### config.mk
export PLATFORM = sky130hd
export DESIGN_NAME = bnlj_ctrl
export DESIGN_NICKNAME = d
export VERILOG_FILES = /design/src/design/bnlj_pkg.sv /design/src/design/bnlj_ctrl.sv
export SDC_FILE = /design/constraint.sdc
export NUM_CORES = 1
export LEC_CHECK = 0
export BUFFER_PORTS_ARGS = -buffer_cell sky130_fd_sc_hd__buf_2
export CAP_MARGIN = 20
export CORE_AREA = 4 4 41 43
export DETAILED_ROUTE_END_ITERATION = 10
export DIE_AREA = 0 0 45 47
export PLACE_DENSITY = 0.59
export SYNTH_ARGS = -nofsm -noshare
export SYNTH_HDL_FRONTEND = slang
export SYNTH_SLANG_ARGS = --single-unit
### constraint.sdc
create_clock -name i_clk -period 1.2 [get_ports i_clk]
set_input_delay 0.18 -clock i_clk [delete_from_list [all_inputs] [get_ports i_clk]]
set_output_delay 0.18 -clock i_clk [all_outputs]
set_load 0.005 [all_outputs]
### src/design/bnlj_pkg.sv
// Shared types and codes for the block nested loop join engine.
// Depends on nothing; the controller, datapath, top and testbench refer to it by scoped names.
package bnlj_pkg;

    // Field widths fixed by the item format
    localparam int KEY_W = 31;
    localparam int REF_W = 32;

    typedef enum logic [1:0] {
        CMD_LOAD  = 2'd0,
        CMD_PROBE = 2'd1,
        CMD_CLEAR = 2'd2
    } t_command;

    typedef enum logic [1:0] {
        RES_JOINED     = 2'd0,
        RES_NO_MATCH   = 2'd1,
        RES_BLOCK_FULL = 2'd2
    } t_status;

    typedef enum logic [2:0] {
        ST_IDLE,
        ST_COMPARE,
        ST_FETCH,
        ST_LOAD_OUT,
        ST_POST_FULL,
        ST_POST_NONE
    } t_state;

    // Commands from the controller to the datapath
    typedef struct packed {
        logic capture;     // latch probe fields of the accepted item
        logic load_write;  // store key and name ref in the next free slot
        logic clear;       // empty the block
        logic compare;     // build the match vector
        logic fetch;       // read name ref of the lowest match, retire it
        logic out_row;     // load the output register with a joined row
        logic out_full;    // load the output register with a block full result
        logic out_none;    // load the output register with a no match result
    } t_dp_ctrl;

    // Status from the datapath to the controller
    typedef struct packed {
        logic [1:0] in_command;
        logic       has_room;
        logic       match_none;
        logic       fetch_last;
        logic       out_free;
    } t_dp_stat;

endpackage

### src/design/bnlj_ctrl.sv
// Controller state machine of the join engine.
// Uses bnlj_pkg for its state type and the command and status structs.
module bnlj_ctrl (
    input  logic               i_clk,
    input  logic               i_rst_n,
    input  logic               i_valid,
    output logic               o_ready,
    input  bnlj_pkg::t_dp_stat i_stat,
    output bnlj_pkg::t_dp_ctrl o_ctrl
);

    bnlj_pkg::t_state r_state;
    bnlj_pkg::t_state n_state;
    logic             accept;

    assign accept = (r_state == bnlj_pkg::ST_IDLE) && i_valid;

    always_ff @(posedge i_clk) begin
        if (!i_rst_n) begin
            r_state <= bnlj_pkg::ST_IDLE;
        end else begin
            r_state <= n_state;
        end
    end

    // Next state
    always_comb begin
        n_state = r_state;
        unique case (r_state)
            bnlj_pkg::ST_IDLE: begin
                if (accept) begin
                    unique case (i_stat.in_command)
                        bnlj_pkg::CMD_LOAD: begin
                            if (!i_stat.has_room) begin
                                n_state = bnlj_pkg::ST_POST_FULL;
                            end
                        end
                        bnlj_pkg::CMD_PROBE: n_state = bnlj_pkg::ST_COMPARE;
                        default:             n_state = bnlj_pkg::ST_IDLE;
                    endcase
                end
            end
            bnlj_pkg::ST_COMPARE: n_state = bnlj_pkg::ST_FETCH;
            bnlj_pkg::ST_FETCH: begin
                n_state = i_stat.match_none ? bnlj_pkg::ST_POST_NONE : bnlj_pkg::ST_LOAD_OUT;
            end
            bnlj_pkg::ST_LOAD_OUT: begin
                if (i_stat.out_free) begin
                    n_state = i_stat.fetch_last ? bnlj_pkg::ST_IDLE : bnlj_pkg::ST_FETCH;
                end
            end
            bnlj_pkg::ST_POST_FULL, bnlj_pkg::ST_POST_NONE: begin
                if (i_stat.out_free) begin
                    n_state = bnlj_pkg::ST_IDLE;
                end
            end
            default: n_state = bnlj_pkg::ST_IDLE;
        endcase
    end

    // Outputs
    always_comb begin
        o_ready           = (r_state == bnlj_pkg::ST_IDLE);
        o_ctrl            = '0;
        o_ctrl.capture    = accept;
        o_ctrl.load_write = accept && (i_stat.in_command == bnlj_pkg::CMD_LOAD)
                            && i_stat.has_room;
        o_ctrl.clear      = accept && (i_stat.in_command == bnlj_pkg::CMD_CLEAR);
        o_ctrl.compare    = (r_state == bnlj_pkg::ST_COMPARE);
        o_ctrl.fetch      = (r_state == bnlj_pkg::ST_FETCH) && !i_stat.match_none;
        o_ctrl.out_row    = (r_state == bnlj_pkg::ST_LOAD_OUT) && i_stat.out_free;
        o_ctrl.out_full   = (r_state == bnlj_pkg::ST_POST_FULL) && i_stat.out_free;
        o_ctrl.out_none   = (r_state == bnlj_pkg::ST_POST_NONE) && i_stat.out_free;
    end

endmodule

==> metrics.txt <==
post-DP HPWL=710 um; largest net degree at the start of global routing=9; unrepaired setup endpoints after global routing=true; Primary FF master, synth=dfxtp_1; status=finished with violations; clk_skew=0.000651 ns; CTS tree=done; ys async rst share=0%; area leader, netlist=dfxtp_1; Synth top area share=21.0%; fill cell count=129; Cell Count, Final, Fillers Out=85; layout cells sized above 1=70.0%; Cell variety after synth=22; EDFF count, synth=0; number of global-route vias before repair=411; initial antenna violation count=0; top cells by area, synth=dfxtp_1 (21%), nor3b_1 (16%), nand2b_1 (6.6%), nor2_1 (6.6%), nor3_1 (5.2%); Pins Over Slew Limit=0; Synth top cells by count=nor3b_1 (6), nor2_1 (5), nand2_1 (4); Final GP Congestion=0.700; Root Driver=clkbuf_4; gr usage total=12.0%; setup TNS=-0.610 ns; die area=2120 um^2; max reg flops=3; clock sink total=3; Fmax=745 MHz; drt wl/cell=12.4 um; worst-path cell with the longest stage delay=dfxtp_2; slew margin rel.=73.3%; Port Buf Inserts=17; die width=45 um; MaxCap Viol Count=0; Final Critical Period=1.34 ns; delay-heaviest family, CP=simple AND/OR/NAND/NOR gates; CP max stage delay=0.32 ns; Antenna diodes=0; failing checks=negative setup slack; Peak VDD IR=0.391 mV; Startpoint Class=register; GRT overflow=0; vias=402; WL final=1050 um; Avg Vias per Cell=4.73; Final ANT Viol Nets=0; initial DRC count=6; synthesized area per cell=7.16 um^2; maximum clock path buffer count=2; Post-Syn Area=287 um^2; Largest regs=r_state x3; Yosys Warn Count=0; top-count cell post-synth=nor3b_1; Mapped Cells=40; critical path required time=1.02 ns; part of the cycle the worst path needs=112%; post-synthesis sequential area ratio=21.0%; Core ar.=1300 um^2; Hold Vio Cnt, Final=0; Critical Path AT=1.16 ns; final worst slack=-0.143 ns; Biggest register=r_state; initial core utilization=22.0%; P_leak=0.275 nW; Setup crit end kind=output pin; fin util=46.3%; total power draw=430 uW; actual slew at the worst max-slew pin=0.396 ns; hold buffers post-CTS=0; nets@finish=80; first-pass GRT wire length=1810 um; DRT Pass-1 Iters=2; CP Class=reg2out; crit-path cells=nor3_2, buf_4, nand2_4, nor3b_2, buf_2; Post-Syn Nets=49; Area growth syn-to-layout=110%; Worst Path Buf+Inv=2; Setup Viol. Count Final=9; Worst Hold Class=in2reg; dpl cells=77; Reg clk slew, reported paths=0.03 ns; Core Rows=13; DRC violations left=0; top fanout value on the critical path=3; Top Ports=18; number of buffers created by CTS=3; Clock H-tree levels=1; clk_lat worst skew=0.23 ns; Cell Pwr Density=714 nW/um^2; Yosys reg bits=3; Place WS=-0.0699 ns; DIE HEIGHT=47 um
==> report_power, final <==
part / switching [mW] / leakage, nW / internal (mW) / total, mW
clock network: 0.0454 / 0.0150 / 0.124 / 0.170
logic: 0.0653 / 0.234 / 0.0865 / 0.152
registers: 0.00349 / 0.0258 / 0.105 / 0.109
total: 0.114 / 0.275 / 0.316 / 0.430
==> cell families (layout without fill, tap and decap cells) <==
logic type      Yosys count  count (layout)  synth area share, %
compound gates            5               5                 14.8
flops                     3               3                 21.0
buf+inv                   4              34                 6.98
simple gates             27              27                 53.7
mux                       1               1                 3.49
==> stage by stage <==
step | hold slack, ns | cell area (um^2)
2_1_floorplan | 0.328 | 287
3_3_place_gp | 0.462 | 434
3_5_place_dp | 0.476 | 434
5_1_grt | 0.260 | 602
6_report | 0.249 | 602
4_1_cts | 0.241 | 573
==> per-layer routing <==
metal	GRT usage (%)	vias to the layer above	part of all wire (%)
met3	2.30	0	3.9
met5	0	-	0
li1	-	206	-
met1	11.1	189	37
met4	8.77	0	0
met2	23.2	7	59
==> cell usage in the layout (no fill, tap or decap), types with 2 or more instances in the layout <==
cell,synthesis,final
nor2_1,5,5
dfxtp_2,0,3
buf_6,0,5
buf_2,1,15
nand2b_4,0,3
nor3_1,3,2
nand2_1,4,3
nor3b_2,0,6
buf_4,1,9
clkbuf_4,0,3
==> area by class of cell <==
type	instances	area [um^2]	share of cell area, %
multi-input cells	33	290	48.2
repair buffers	29	199	33.1
flip-flops and latches	3	63.8	10.6
clock buffers	4	26.3	4.37
well taps	15	18.8	3.12
inverters	1	3.75	0.624
==> final timing paths <==
check	startpoint	to	slack [ns]	cells after the start
max	r_state[2]	o_ctrl[5]	-0.14	5
min	i_rst_n	r_state[1]	0.25	3
max reg2reg	r_state[2]	r_state[2]	-0.05	4
min reg2reg	r_state[1]	r_state[0]	0.66	2
==> worst register-to-register path, stage by stage, from the launching register on <==
cell and delay (ns):
dfxtp_2 0.32, buf_4 0.17, nor4bb_2 0.43, a211oi_4 0.07, mux2i_1 0.14
==> timing repair <==
action,4_1_cts,5_1_grt
setup endpoints to repair,10,12
buffers inserted,4,1
pin swaps,5,2
gates resized for setup,19,5
gates cloned,0,0
No activity file was read; power rests on OpenSTA's default activity.
